==> src/rtl/dcf_pkg.sv <==
package dcf_pkg;

  localparam int FRAME_LEN  = 60;
  localparam int SYNC_POS   = 59;
  localparam int MARK_A_POS = 17;
  localparam int MARK_B_POS = 20;
  localparam int MIN_POS    = 21;
  localparam int MIN_PAR    = 28;
  localparam int HOUR_POS   = 29;
  localparam int HOUR_PAR   = 35;
  localparam int DAY_POS    = 36;
  localparam int WDAY_POS   = 42;
  localparam int MONTH_POS  = 45;
  localparam int YEAR_POS   = 50;
  localparam int DATE_PAR   = 58;

  localparam int MINUTES      = 60;
  localparam int DEC_BASE     = 10;
  localparam int BCD_RECIP    = 205;  // v*205 >> 11 == v/10 for v < 1029
  localparam int BCD_SHIFT    = 11;

  typedef logic [1:0] sym_t;
  typedef sym_t [FRAME_LEN-1:0] frame_t;

  localparam sym_t SYM_ZERO = 2'd0;
  localparam sym_t SYM_ONE  = 2'd1;
  localparam sym_t SYM_SYNC = 2'd2;

  localparam logic [2:0] CFG_YEAR    = 3'd0;
  localparam logic [2:0] CFG_MONTH   = 3'd1;
  localparam logic [2:0] CFG_DAY     = 3'd2;
  localparam logic [2:0] CFG_WDAY    = 3'd3;
  localparam logic [2:0] CFG_HOUR    = 3'd4;
  localparam logic [2:0] CFG_MINUTE  = 3'd5;
  localparam logic [2:0] CFG_SHORT   = 3'd6;
  localparam logic [2:0] CFG_LONG    = 3'd7;

  localparam logic [6:0] YEAR_RST   = 7'd3;
  localparam logic [3:0] MONTH_RST  = 4'd3;
  localparam logic [4:0] DAY_RST    = 5'd3;
  localparam logic [2:0] WDAY_RST   = 3'd3;
  localparam logic [4:0] HOUR_RST   = 5'd13;
  localparam logic [5:0] MINUTE_RST = 6'd34;
  localparam logic [7:0] SHORT_RST  = 8'd92;
  localparam logic [7:0] LONG_RST   = 8'd200;

  typedef struct packed {
    logic load;
    logic shift;
  } cell_ctrl_t;

  // tens digit in [7:4], units in [3:0]
  function automatic logic [7:0] bcd(input logic [6:0] v);
    logic [14:0] prod;
    logic [3:0]  tens;
    logic [6:0]  rem;
    prod = 15'(v) * 15'(BCD_RECIP);
    tens = prod[14:BCD_SHIFT];
    rem  = v - 7'(tens) * 7'(DEC_BASE);
    return {tens, rem[3:0]};
  endfunction

  function automatic frame_t build_frame(input logic [5:0] minute, input logic [4:0] hour,
                                         input logic [4:0] day, input logic [2:0] wday,
                                         input logic [3:0] month, input logic [6:0] year);
    frame_t     f;
    logic [7:0] c_min, c_hour, c_day, c_wday, c_month, c_year;
    logic       p_date;
    c_min   = bcd(7'(minute));
    c_hour  = bcd(7'(hour));
    c_day   = bcd(7'(day));
    c_wday  = bcd(7'(wday));
    c_month = bcd(7'(month));
    c_year  = bcd(year);
    p_date  = ^c_day[5:0] ^ ^c_wday[2:0] ^ ^c_month[4:0] ^ ^c_year[7:0];
    for (int i = 0; i < FRAME_LEN; i++) f[i] = SYM_ZERO;
    f[MARK_A_POS] = SYM_ONE;
    f[MARK_B_POS] = SYM_ONE;
    f[SYNC_POS]   = SYM_SYNC;
    for (int i = 0; i < 7; i++) f[MIN_POS+i]   = {1'b0, c_min[i]};
    for (int i = 0; i < 6; i++) f[HOUR_POS+i]  = {1'b0, c_hour[i]};
    for (int i = 0; i < 6; i++) f[DAY_POS+i]   = {1'b0, c_day[i]};
    for (int i = 0; i < 3; i++) f[WDAY_POS+i]  = {1'b0, c_wday[i]};
    for (int i = 0; i < 5; i++) f[MONTH_POS+i] = {1'b0, c_month[i]};
    for (int i = 0; i < 8; i++) f[YEAR_POS+i]  = {1'b0, c_year[i]};
    f[MIN_PAR]  = {1'b0, ^c_min[6:0]};
    f[HOUR_PAR] = {1'b0, ^c_hour[5:0]};
    f[DATE_PAR] = {1'b0, p_date};
    return f;
  endfunction

endpackage

==> src/rtl/dcf77_time_code_generator.sv <==
// Channel  Direction  Handshake           Payload
// in_      input      in_valid/in_ready   in_second_tick
// out_     output     out_valid/out_ready second_index, symbol_kind, carrier_off_ms, minute_now
// cfg_     input      cfg_we              cfg_index, cfg_wdata
//
// One item per cycle while in_ready is high: a tick steps the ring of symbol cells by one position,
// or reloads it at the frame wrap. The symbol result sits in one output register after the transfer.
// A zero tick is taken and gives no result.
// Synchronous reset loads the ring with the frame of the reset values.
// in_ready drops only while a result waits and out_ready is low.
module dcf77_time_code_generator (
  input  logic       clk,
  input  logic       rst_n,
  input  logic       in_valid,
  output logic       in_ready,
  input  logic       in_second_tick,
  output logic       out_valid,
  input  logic       out_ready,
  output logic [5:0] out_second_index,
  output logic [1:0] out_symbol_kind,
  output logic [7:0] out_carrier_off_ms,
  output logic [5:0] out_minute_now,
  input  logic       cfg_we,
  input  logic [2:0] cfg_index,
  input  logic [7:0] cfg_wdata
);
  import dcf_pkg::*;

  localparam frame_t FRAME_RST = build_frame(MINUTE_RST, HOUR_RST, DAY_RST, WDAY_RST,
                                             MONTH_RST, YEAR_RST);

  logic [6:0] year_r;
  logic [3:0] month_r;
  logic [4:0] day_r;
  logic [2:0] wday_r;
  logic [4:0] hour_r;
  logic [7:0] short_r;
  logic [7:0] long_r;

  logic [5:0] second_r, second_nxt;
  logic [5:0] minute_r, minute_nxt;
  logic [6:0] minute_inc;
  logic [5:0] minute_wrap;

  logic       out_valid_r;
  logic [5:0] idx_r;
  sym_t       kind_r;
  logic [7:0] off_r;
  logic [5:0] min_out_r;

  logic       tick_go, wrap;
  frame_t     frame_new;
  sym_t       cell_q [FRAME_LEN];
  sym_t       emit_sym;
  logic [7:0] emit_off;
  cell_ctrl_t ctrl;

  assign in_ready = !out_valid_r || out_ready;
  assign tick_go  = in_valid && in_ready && in_second_tick;
  assign wrap     = (second_r == 6'(SYNC_POS));

  assign minute_inc  = 7'(minute_r) + 7'd1;
  assign minute_wrap = (minute_inc >= 7'(MINUTES)) ? 6'd0 : minute_inc[5:0];
  assign frame_new   = build_frame(minute_wrap, hour_r, day_r, wday_r, month_r, year_r);

  assign ctrl.load  = tick_go && wrap;
  assign ctrl.shift = tick_go && !wrap;

  // cell k holds the symbol sent k+1 ticks from now
  for (genvar k = 0; k < FRAME_LEN; k++) begin : g_ring
    localparam int NXT = (k + 1) % FRAME_LEN;
    dcf_cell u_cell (
      .clk     (clk),
      .rst_n   (rst_n),
      .ctrl    (ctrl),
      .rst_sym (FRAME_RST[NXT]),
      .nbr_sym (cell_q[NXT]),
      .load_sym(frame_new[NXT]),
      .sym     (cell_q[k])
    );
  end

  assign emit_sym = wrap ? frame_new[0] : cell_q[0];

  always_comb begin
    case (emit_sym)
      SYM_ZERO: emit_off = short_r;
      SYM_ONE:  emit_off = long_r;
      default:  emit_off = 8'd0;
    endcase
  end

  always_comb begin
    second_nxt = second_r;
    minute_nxt = minute_r;
    if (tick_go) begin
      second_nxt = wrap ? 6'd0 : second_r + 6'd1;
      if (wrap) begin
        minute_nxt = minute_wrap;
      end
    end
  end

  always_ff @(posedge clk) begin
    if (!rst_n) begin
      year_r      <= YEAR_RST;
      month_r     <= MONTH_RST;
      day_r       <= DAY_RST;
      wday_r      <= WDAY_RST;
      hour_r      <= HOUR_RST;
      short_r     <= SHORT_RST;
      long_r      <= LONG_RST;
    end else if (cfg_we) begin
      case (cfg_index)
        CFG_YEAR:   year_r      <= cfg_wdata[6:0];
        CFG_MONTH:  month_r     <= cfg_wdata[3:0];
        CFG_DAY:    day_r       <= cfg_wdata[4:0];
        CFG_WDAY:   wday_r      <= cfg_wdata[2:0];
        CFG_HOUR:   hour_r      <= cfg_wdata[4:0];
        // minute writes are ignored, and reset always restores the start minute, so a written value never shows
        CFG_MINUTE: ;
        CFG_SHORT:  short_r     <= cfg_wdata;
        CFG_LONG:   long_r      <= cfg_wdata;
        default:    ;
      endcase
    end
  end

  // the start minute MINUTE_RST only matters at reset, where it loads minute_r
  always_ff @(posedge clk) begin
    if (!rst_n) begin
      second_r    <= 6'd0;
      minute_r    <= MINUTE_RST;
      out_valid_r <= 1'b0;
    end else begin
      second_r <= second_nxt;
      minute_r <= minute_nxt;
      if (tick_go) begin
        out_valid_r <= 1'b1;
      end else if (out_ready) begin
        out_valid_r <= 1'b0;
      end
    end
  end

  always_ff @(posedge clk) begin
    if (tick_go) begin
      idx_r     <= second_nxt;
      kind_r    <= emit_sym;
      off_r     <= emit_off;
      min_out_r <= minute_nxt;
    end
  end

  assign out_valid          = out_valid_r;
  assign out_second_index   = idx_r;
  assign out_symbol_kind    = kind_r;
  assign out_carrier_off_ms = off_r;
  assign out_minute_now     = min_out_r;

  a_idx_range: assert property (@(posedge clk) disable iff (!rst_n)
    out_valid_r |-> idx_r < 6'(FRAME_LEN))
    else $error("second index out of frame");

  a_sync_pos: assert property (@(posedge clk) disable iff (!rst_n)
    out_valid_r && kind_r == SYM_SYNC |-> idx_r == 6'(SYNC_POS) && off_r == 8'd0)
    else $error("sync symbol off its slot");

  a_marker: assert property (@(posedge clk) disable iff (!rst_n)
    out_valid_r && (idx_r == 6'(MARK_A_POS) || idx_r == 6'(MARK_B_POS)) |->
      kind_r == SYM_ONE)
    else $error("fixed marker bit not one");

  a_wrap: assert property (@(posedge clk) disable iff (!rst_n)
    tick_go && wrap |=> second_r == 6'd0 && minute_r != $past(minute_r))
    else $error("frame wrap did not advance minute");

  a_start_pos: assert property (@(posedge clk) disable iff (!rst_n)
    out_valid_r && idx_r == 6'd0 |-> kind_r == SYM_ZERO && min_out_r < 6'(MINUTES))
    else $error("bad frame start");

endmodule

==> src/rtl/dcf_cell.sv <==
module dcf_cell (
  input  logic               clk,
  input  logic               rst_n,
  input  dcf_pkg::cell_ctrl_t ctrl,
  input  dcf_pkg::sym_t      rst_sym,
  input  dcf_pkg::sym_t      nbr_sym,
  input  dcf_pkg::sym_t      load_sym,
  output dcf_pkg::sym_t      sym
);
  import dcf_pkg::*;

  sym_t sym_r, sym_nxt;

  always_comb begin
    sym_nxt = sym_r;
    if (ctrl.load) begin
      sym_nxt = load_sym;
    end else if (ctrl.shift) begin
      sym_nxt = nbr_sym;
    end
  end

  always_ff @(posedge clk) begin
    if (!rst_n) begin
      sym_r <= rst_sym;
    end else begin
      sym_r <= sym_nxt;
    end
  end

  assign sym = sym_r;

endmodule
==> config.mk <==
export PLATFORM = sky130hd
export DESIGN_NAME = dcf77_time_code_generator
export DESIGN_NICKNAME = d
export VERILOG_FILES = /design/src/rtl/dcf_pkg.sv /design/src/rtl/dcf77_time_code_generator.sv /design/src/rtl/dcf_cell.sv
export SDC_FILE = /design/constraint.sdc
export NUM_CORES = 1
export LEC_CHECK = 0
export BUFFER_PORTS_ARGS = -buffer_cell sky130_fd_sc_hd__buf_2
export CAP_MARGIN = 15
export CORE_AREA = 2 2 118 205
export DETAILED_ROUTE_END_ITERATION = 10
export DIE_AREA = 0 0 120 207
export GPL_TIMING_DRIVEN = 1
export PLACE_DENSITY_LB_ADDON = 0.3
export SYNTH_ARGS = -nofsm -noshare
export SYNTH_HDL_FRONTEND = slang
export SYNTH_HIERARCHICAL = 1
export SYNTH_SLANG_ARGS = --single-unit
==> constraint.sdc <==
create_clock -name clk -period 5.65 [get_ports clk]
set_input_delay 0.2825 -clock clk [delete_from_list [all_inputs] [get_ports clk]]
set_output_delay 0.2825 -clock clk [all_outputs]
set_load 0.03 [all_outputs]
After elaboration in Yosys (flattened, before gate mapping)
Cells that the tools add are included.
{ "op_classes": {"n_eq_ne": 8, "multipliers": 10, "magnitude_cmp": 1, "reduce_logical": 25, "n_bitwise": 4, "addsub": 7, "n_mux": 85} }
{ "op_table": {"columns": ["op", "count"], "rows": [
  ["$mux 1", 78],
  ["$mux 6", 5],
  ["$mul 5x8->13 const B", 2],
  ["$sub 4x4->4", 5],
  ["$pmux 8 s2", 1],
  ["$mul 7x8->15 const B", 1],
  ["$mul 6x8->14 const B", 1],
  ["$reduce_and 2->1", 7],
  ["$mul 4x8->12 const B", 1],
  ["$reduce_xor 6->1", 2],
  ["$eq 3x3->1 const B", 3],
  ["$reduce_xor 8->1", 1],
  ["$add 6x1->7 const B", 1],
  ["$ge 7x6->1 const B", 1],
  ["$reduce_xor 7->1", 1],
  ["$add 6x1->6 const B", 1],
  ["$eq 3x2->1 const B", 2],
  ["$eq 6x6->1 const B", 1],
  ["$mul 2x3->3 const B", 2],
  ["$reduce_xor 5->1", 1],
  ["$logic_and 1x1->1", 4],
  ["$mul 4x3->3 const B", 1],
  ["$reduce_bool 2->1", 2],
  ["$eq 3x1->1 const B", 1],
  ["12 further kinds", 15]
]} }
{ "word_totals": {"in_bits": 17, "out_inout_bits": 24, "register_bits": 195, "wordCells": 252} }

Longest topological paths before layout
Gate-level depths: netlist of the first run.
{ "depth": {"depth_word": 8, "ltp_mapped": 27, "ltp_nobuf": 26} }

Cells and area by module
Netlist of the first run, hierarchy kept.
{ "modules_own_cells": {"columns": ["module", "area_each_um2", "cells_per_inst", "instances", "seq_area_each_um2"], "rows": [
  ["dcf_cell", 106.4, 9, 60, 60.1],
  ["dcf77_time_code_generator", 6187.2, 634, 1, 1721.7]
]} }

Worst setup path before layout of the first run
No wires, ideal clock.
{ "synth_timing": {"path_kind": "register -> register", "start": "register minute_r[2]", "end": "register g_ring[27].u_cell.sym_r[0] (data pin)", "period_less_slack_ps": 5812, "setup_slack_ps": -162, "setup_time_ps": 151, "stages_incl_launch_ff": 26, "required_time_ps": 5499, "arrival_time_ps": 5660, "path_buffers": 2, "cell_sequence": "dfxtp_1 > buf_2 > and3_1 > buf_2 > mux2_2 > a22oi_2 > nor2b_2 > nor2_1 > ha_1 > fa_1 > fa_1 > ha_1 > nand4b_1 > a2111oi_4 > a2111oi_4 > o21bai_4 > a21oi_2 > xnor2_2 > inv_1 > fa_1 > xor2_1 > xnor2_1 > xnor2_1 > xnor2_1 > mux2i_1 > a21oi_1"} }
{ "synth_rtl": {"columns": ["item", "line", "text"], "rows": [
  ["from (decl)", "dcf77_time_code_generator.sv:41", "logic [5:0] minute_r, minute_nxt;"],
  ["from (signal assigned)", "dcf77_time_code_generator.sv:137", "minute_r <= minute_nxt;"],
  ["to (signal assigned)", "dcf_cell.sv:25", "sym_r <= rst_sym;"],
  ["to (signal assigned)", "dcf_cell.sv:27", "sym_r <= sym_nxt;"],
  ["to (decl)", "dcf_cell.sv:12", "sym_t sym_r, sym_nxt;"]
]} }

==> flow_summary.yaml, run 1 <==
setup_path:
  critPathLaunchType: "flip-flop"
  cp_max_fo: 5
  path_cells: "and3_4 -> mux2_4 -> a22oi_2 -> nor2b_4 -> nor2b_4 -> ha_4 -> fa_2 -> fa_1 -> ha_4 -> nand4b_1 -> a2111oi_4 -> a2111oi_4 -> o21bai_4 -> xor2_2 -> ha_2 -> inv_2 -> fa_2 -> xor2_2 -> xnor2_2 -> xnor2_1 -> xnor2_1 -> mux2i_1 -> a21oi_1"
  cp-end-kind: "flip-flop"
  cp_slowest_cell: "fa_2"
  r2r_cells: 23
  r2r_start: "minute_r[0]"
  startpoint: "minute_r[0]"
  cp.required_ns: 5.83
  critical_path_class: "flip-flop to flip-flop"
  crit_buf_inv: 1
  rr_endpoint: "g_ring[27].u_cell/sym[0]"
  r2r_slack_ns: 0.04
  slowest_delay_ns: 0.60
  crit_family: "adder cells"
  arrival_ns: 5.79
die:
  die_h_um: 207
  io_pins: 41
  die_x_um: 120
  core_um2: 23200
  dieArea_um2: 24800
  initial_core_util_pct: 54.1
  rows: 74
synthesis:
  ys_warn_count: 6
  yosysSeqAreaShare_pct: 42.4
  yosysMostFrequentCell: "nor2_1"
  synthArstFlopShare_pct: 0
  synth-edff-count: 142
  yosysUniqueCellTypes: 59
  ys.flop_type: "edfxtp_1"
  avgSynthCellArea_um2: 10.7
  synth_top_cell_area_share_pct: 33.9
  ys_seq_elements: 195
  synthCells: 1174
  syn_area_um2: 12600
  synth_area_leader_cell: "edfxtp_1"
  synthTopCellsByCount: "nor2_1, a21oi_1, edfxtp_1"
  synth_area_leaders: "edfxtp_1, ha_1, mux2i_1"
run:
  cap_viol_max_count: 0
timing:
  hold_viol: 0
  fmax_mhz: 178
  worst_pin_slew_ns: 1.17
  skew_ns: 0.00838
  fin_setup_tns_ns: 0
  slew-limit-headroom_pct: 21.6
  layout_worst_path_cycle_share_pct: 99.2
  setup_viol: 0
  rsz0062_at_grt: "true"
  drv_slew: 0
  min_period_ns: 5.61
routing:
  routedWlPerCell_um: 14.5
  num_vias: 9000
  drt_iter0_drc: 451
  totalWireLength_um: 25700
  viasPerCell: 5.08
  drt_pass1_iterations: 4
  post-route-drc-count: 0
  drtAntennaViolNets: 0
global_routing:
  grt_most_used_layer: "met2"
  use_met1_pct: 23.8
  grtUsageMet2_pct: 39.3
  grt_pass1_wl_um: 42400
  met3_usage_pct: 2.97
  grt_max_degree: 114
  grt_overflow: 0
  grt_usage_pct: 21.4
  grt_pass1_vias: 8981
  antenna_found_initial: 0
final_layout:
  post-route-util_pct: 65.1
  layout.cells.non_filler: 1773
  antennaDiodeCount: 0
  fin_nets: 1619
  drive_above_1_share_pct: 12.9
  seq_area_um2: 5350
  multi_input_area_um2: 8050
  nFillCells: 1787
  syn2layout_area_growth_pct: 20.3
clock_network:
  cts_buffers: 17
  clock_sinks: 195
  clockBufferDepth: 2
  clkTransAtPathRegs_ns: 0.08
  clock-root-buffer: "clkbuf_16"
  h-tree-depth: 4
  cts_tree: "built"
  postCtsHoldBufs: 0
  clkLatencyLatePin_ns: 0.46
pwr:
  vdd_drop_max_uv: 196
  total_power_mw: 3.34
  powerDensity_nw_per_um2: 221
  leakagePower_nw: 6.30
place:
  place_congestion: 0.888
  port_buffers: 40
  place_inst: 1732
  place_hpwl_um: 17800
outcome:
  status: "finished clean"
min_path:
  hp-start: "cfg_wdata[7]"
  min_path_cells: 3
  hold_path_class: "input pin to flip-flop"
  hold_path_end: "long_r[7]"
final cells by class:
class	instances	share of cell area (%)
clock buffers	18	2.84
clock inverters	14	0.877
inverters	75	1.91
multi-input cells	1090	53.2
flip-flops and latches	195	35.3
well taps	304	2.51
repair buffers	77	3.30
sequential cells by signal, indices dropped and copies added, names as in the netlist:
name and cells:
g_ring.u_cell/sym 120, out_valid 1, second_r 6, out_carrier_off_ms 8
day_r 5, hour_r 5, year_r 7, out_minute_now 6
out_second_index 6, long_r 8, short_r 8, wday_r 3
month_r 4, out_symbol_kind 2, minute_r 6
cell families after synthesis:
group	count (synthesis)	share of synthesized area, %
buffers and inverters	89	2.70
XOR/XNOR	57	4.42
other	2	0.0598
flip-flops	195	42.4
AO/OA/AOI/OAI	208	10.1
AND/OR/NAND/NOR	339	13.5
multiplexers	138	11.0
adder cells (fa/ha/maj)	146	15.8
worst reg2reg max path, cell delays in order, from the launching register on:
cell and delay, ns:
dfxtp_4 0.38, and3_4 0.20, mux2_4 0.30, a22oi_2 0.20
nor2b_4 0.11, nor2b_4 0.20, ha_4 0.24, fa_2 0.34
fa_1 0.48, ha_4 0.29, nand4b_1 0.15, a2111oi_4 0.30
a2111oi_4 0.07, o21bai_4 0.22, xor2_2 0.20, ha_2 0.20
inv_2 0.04, fa_2 0.61, xor2_2 0.20, xnor2_2 0.14
xnor2_1 0.15, xnor2_1 0.10, mux2i_1 0.13, a21oi_1 0.08
report_power, final:
group	total (mW)	switching, mW	leakage (nW)	internal [mW]
Clock	1.19	0.604	0.281	0.589
Sequential	1.68	0.0346	1.80	1.65
Combinational	0.467	0.269	4.22	0.198
how the worst max path moves through the flow:
stage               slack [ns]                        to  depth (start not counted)
finish                    0.04  g_ring[27].u_cell/sym[0]                         23
global route             -0.19  g_ring[27].u_cell/sym[0]                         23
CTS                      -0.02  g_ring[27].u_cell/sym[0]                         25
detailed placement       -0.09  g_ring[27].u_cell/sym[0]                         26
global placement          0.09  g_ring[27].u_cell/sym[0]                         26
floorplan                 0.05  g_ring[27].u_cell/sym[0]                         27
through the flow:
step	hold slack (ns)	worst slack, ns	instance area, um2
3_5_place_dp	0.448	-0.0874	14100
6_report	0.0480	0.0428	15100
3_3_place_gp	0.442	0.0934	14100
2_1_floorplan	0.406	0.0475	13300
4_1_cts	0.0252	-0.0172	14700
5_1_grt	0.0494	-0.187	15100
cells in the final DEF, fill, tap and decap left out, types with 10 or more instances in the layout:
cell,n
clkbuf_16,17
fa_1,19
o211ai_1,10
nor2_1,142
ha_4,21
inv_1,64
and2_1,10
mux2i_1,133
ha_1,100
conb_1,202
or3b_1,60
a21oi_1,145
xnor2_1,38
dfxtp_1,46
buf_2,39
nand2_1,78
edfxtp_1,142
nand3_1,10
buf_4,36
repair_timing:
item / in CTS / in global routing
endpoints found under the setup margin: 2 / 3
endpoints found under the hold margin: 0 / 0
setup buffers: 3 / 6
pin swaps: 8 / 48
gates resized for setup: 7 / 58
routing by layer:
layer,vias up,part of all wire (%)
li1,4636,-
met1,4185,40
met2,118,54
met3,61,2.0
met4,0,3.8
met5,-,0
(Power assumes the default switching activity.)
==> run 2: changes to the inputs <==
--- a/config.mk
+++ b/config.mk
@@ -11,6 +11,7 @@
 export DETAILED_ROUTE_END_ITERATION = 10
 export DIE_AREA = 0 0 120 207
 export GPL_TIMING_DRIVEN = 1
+export HOLD_SLACK_MARGIN = 0.08
 export PLACE_DENSITY_LB_ADDON = 0.3
 export SYNTH_ARGS = -nofsm -noshare
 export SYNTH_HDL_FRONTEND = slang
==> run 2 against run 1 <==
Net effect: critical path depth unchanged; largest cell class unchanged; final cell count up 0.28%; highest routed layer unchanged; wire length is 0.37% higher; sequential share of layout area fell by 0.12 points; largest power group unchanged; setup slack better by 0.0028 ns; clock-buffer cell count did not move; clock skew hardly changed; utilization grew 0.22 points; die area did not move; sequential power about the same; register-to-register slack barely moved; critical path type unchanged; global-route usage up 0.093 points.
==> flow_summary.yaml, run 2 (synthesis gave the netlist of run 1 again) <==
routing:
  routedWlPerCell_um: 14.5
  drt_pass1_iterations: 4
  post-route-drc-count: 0
  drt_iter0_drc: 395
  num_vias: 9022
  viasPerCell: 5.07
  drtAntennaViolNets: 0
  totalWireLength_um: 25800
place:
  port_buffers: 40
  place_congestion: 0.888
  place_hpwl_um: 17800
pwr:
  p_sw_share_pct: 27.2
  total_power_mw: 3.34
  clockPowerShare_pct: 35.7
  powerDensity_nw_per_um2: 220
  vdd_drop_max_uv: 196
  p_seq_share_pct: 50.2
  intPower_mw: 2.43
  power_frac_comb_pct: 14.1
  leakagePower_nw: 6.32
  power_switching_mw: 0.910
global_routing:
  grt_pass1_wl_um: 42600
  grt_max_degree: 114
  grt_pass1_vias: 9030
  grt_usage_pct: 21.4
  antenna_found_initial: 0
  grt_overflow: 0
final_layout:
  drive_above_1_share_pct: 12.9
  nFillCells: 1783
  layout_common_cells: "conb_1, a21oi_1, nor2_1, edfxtp_1, mux2i_1"
  syn2layout_area_growth_pct: 20.7
  final_common_cell: "conb_1"
  largest_reg_flops: 120
  fin_nets: 1624
  antennaDiodeCount: 0
clock_network:
  clockBufferDepth: 2
  h-tree-depth: 4
  clkTransAtPathRegs_ns: 0.08
  clkLatencyLatePin_ns: 0.46
  cts_tree: "built"
  clock-root-buffer: "clkbuf_16"
  cts_buffers: 17
  clock_sinks: 195
setup_path:
  path_cells: "and3_4 -> mux2_4 -> a22oi_2 -> nor2b_4 -> nor2b_4 -> ha_4 -> fa_2 -> fa_1 -> ha_4 -> nand4b_1 -> a2111oi_4 -> a2111oi_4 -> o21bai_4 -> xor2_2 -> ha_2 -> inv_2 -> fa_2 -> xor2_2 -> xnor2_2 -> xnor2_1 -> xnor2_1 -> mux2i_1 -> a21oi_1"
  critPathLaunchType: "flip-flop"
  cp_max_fo: 5
  cp.required_ns: 5.83
  cp-end-kind: "flip-flop"
  arrival_ns: 5.79
  slowest_delay_ns: 0.60
  crit_family: "adder cells"
  crit_buf_inv: 1
  critical_path_class: "flip-flop to flip-flop"
  cp_slowest_cell: "fa_2"
timing:
  slew-limit-headroom_pct: 21.3
  fmax_mhz: 178
  layout_worst_path_cycle_share_pct: 99.2
  fin_setup_tns_ns: 0
  min_period_ns: 5.60
  worst_pin_slew_ns: 1.17
  rsz0062_at_grt: "true"
  setup_viol: 0
  hold_viol: 0
  skew_ns: 0.00853
  drv_slew: 0
min_path:
  hold_path_class: "input pin to flip-flop"
run:
  cap_viol_max_count: 0
die:
  die_h_um: 207
  die_x_um: 120
  dieArea_um2: 24800
  rows: 74
  core_um2: 23200
  initial_core_util_pct: 54.1
  io_pins: 41
outcome:
  status: "finished clean"
-- run 2: cell count changes in the layout (fill, tap and decap cells not counted), sizes merged --
cell,delta
dlygate4sd3,+5
-- run 2: stage by stage --
step | instance area [um2] | setup WS [ns] | utilization, % | cells | hold WS [ns]
2_1_floorplan | 13300 | 0.0475 | - | 1374 | 0.406
6_report | 15200 | 0.0456 | 65.3 | 1778 | 0.138
3_5_place_dp | 14100 | -0.0874 | 60.7 | 1732 | 0.448
3_3_place_gp | 14100 | 0.0934 | 60.7 | 1732 | 0.442
5_1_grt | 15200 | -0.187 | 65.3 | 1778 | 0.135
4_1_cts | 14800 | -0.0172 | 63.5 | 1772 | 0.108
-- run 2: final cells by class --
cell class,instances,area (um2),share of cell area (%)
sequential,195,5350,35.2
timing repair buffer,82,549,3.62
tap,304,380,2.51
inverter,75,289,1.90
multi-input combinational,1090,8050,53.0
clock buffer,18,429,2.83
clock inverter,14,133,0.874
-- run 2: path summary, 6_finish.rpt --
check / from / endpoint / slack, ns / cells past startpoint
setup / recovery: minute_r[0] / g_ring[27].u_cell/sym[0] / 0.05 / 23
hold / removal: out_ready / out_valid / 0.14 / 3
setup reg to reg: minute_r[0] / g_ring[27].u_cell/sym[0] / 0.05 / 23
hold reg to reg: short_r[7] / short_r[7] / 0.46 / 2
-- run 2: repair_timing --
item,CTS,global route
gates cloned,0,0
setup endpoints to repair,2,3
buffers inserted,3,6
hold buffers,5,0
gates resized for setup,7,58
pin swaps,8,48
hold endpoints to repair,8,0
-- run 2: power by group through the flow --
stage	Clock (mW)	Combinational [mW]	Sequential, mW
finish	1.19	0.470	1.68
global route	1.27	0.535	1.69
CTS	1.22	0.448	1.68
detailed placement	0	0.443	1.72
global placement	0	0.426	1.71
floorplan	0	0.308	1.72
-- run 2: routing by layer --
metal  track usage, %  part of all wire, %  up-vias
li1                 -                    -     4642
met2             39.4                   54      114
met4             10.3                  3.8        0
met3             3.00                  1.9       61
met1             23.9                   40     4205
met5                0                    0        -
-- run 2: tightest hold or removal path, cell delays in order --
cell	delay [ns]
buf_2	0.07
nand2b_1	0.13
a21oi_1	0.07
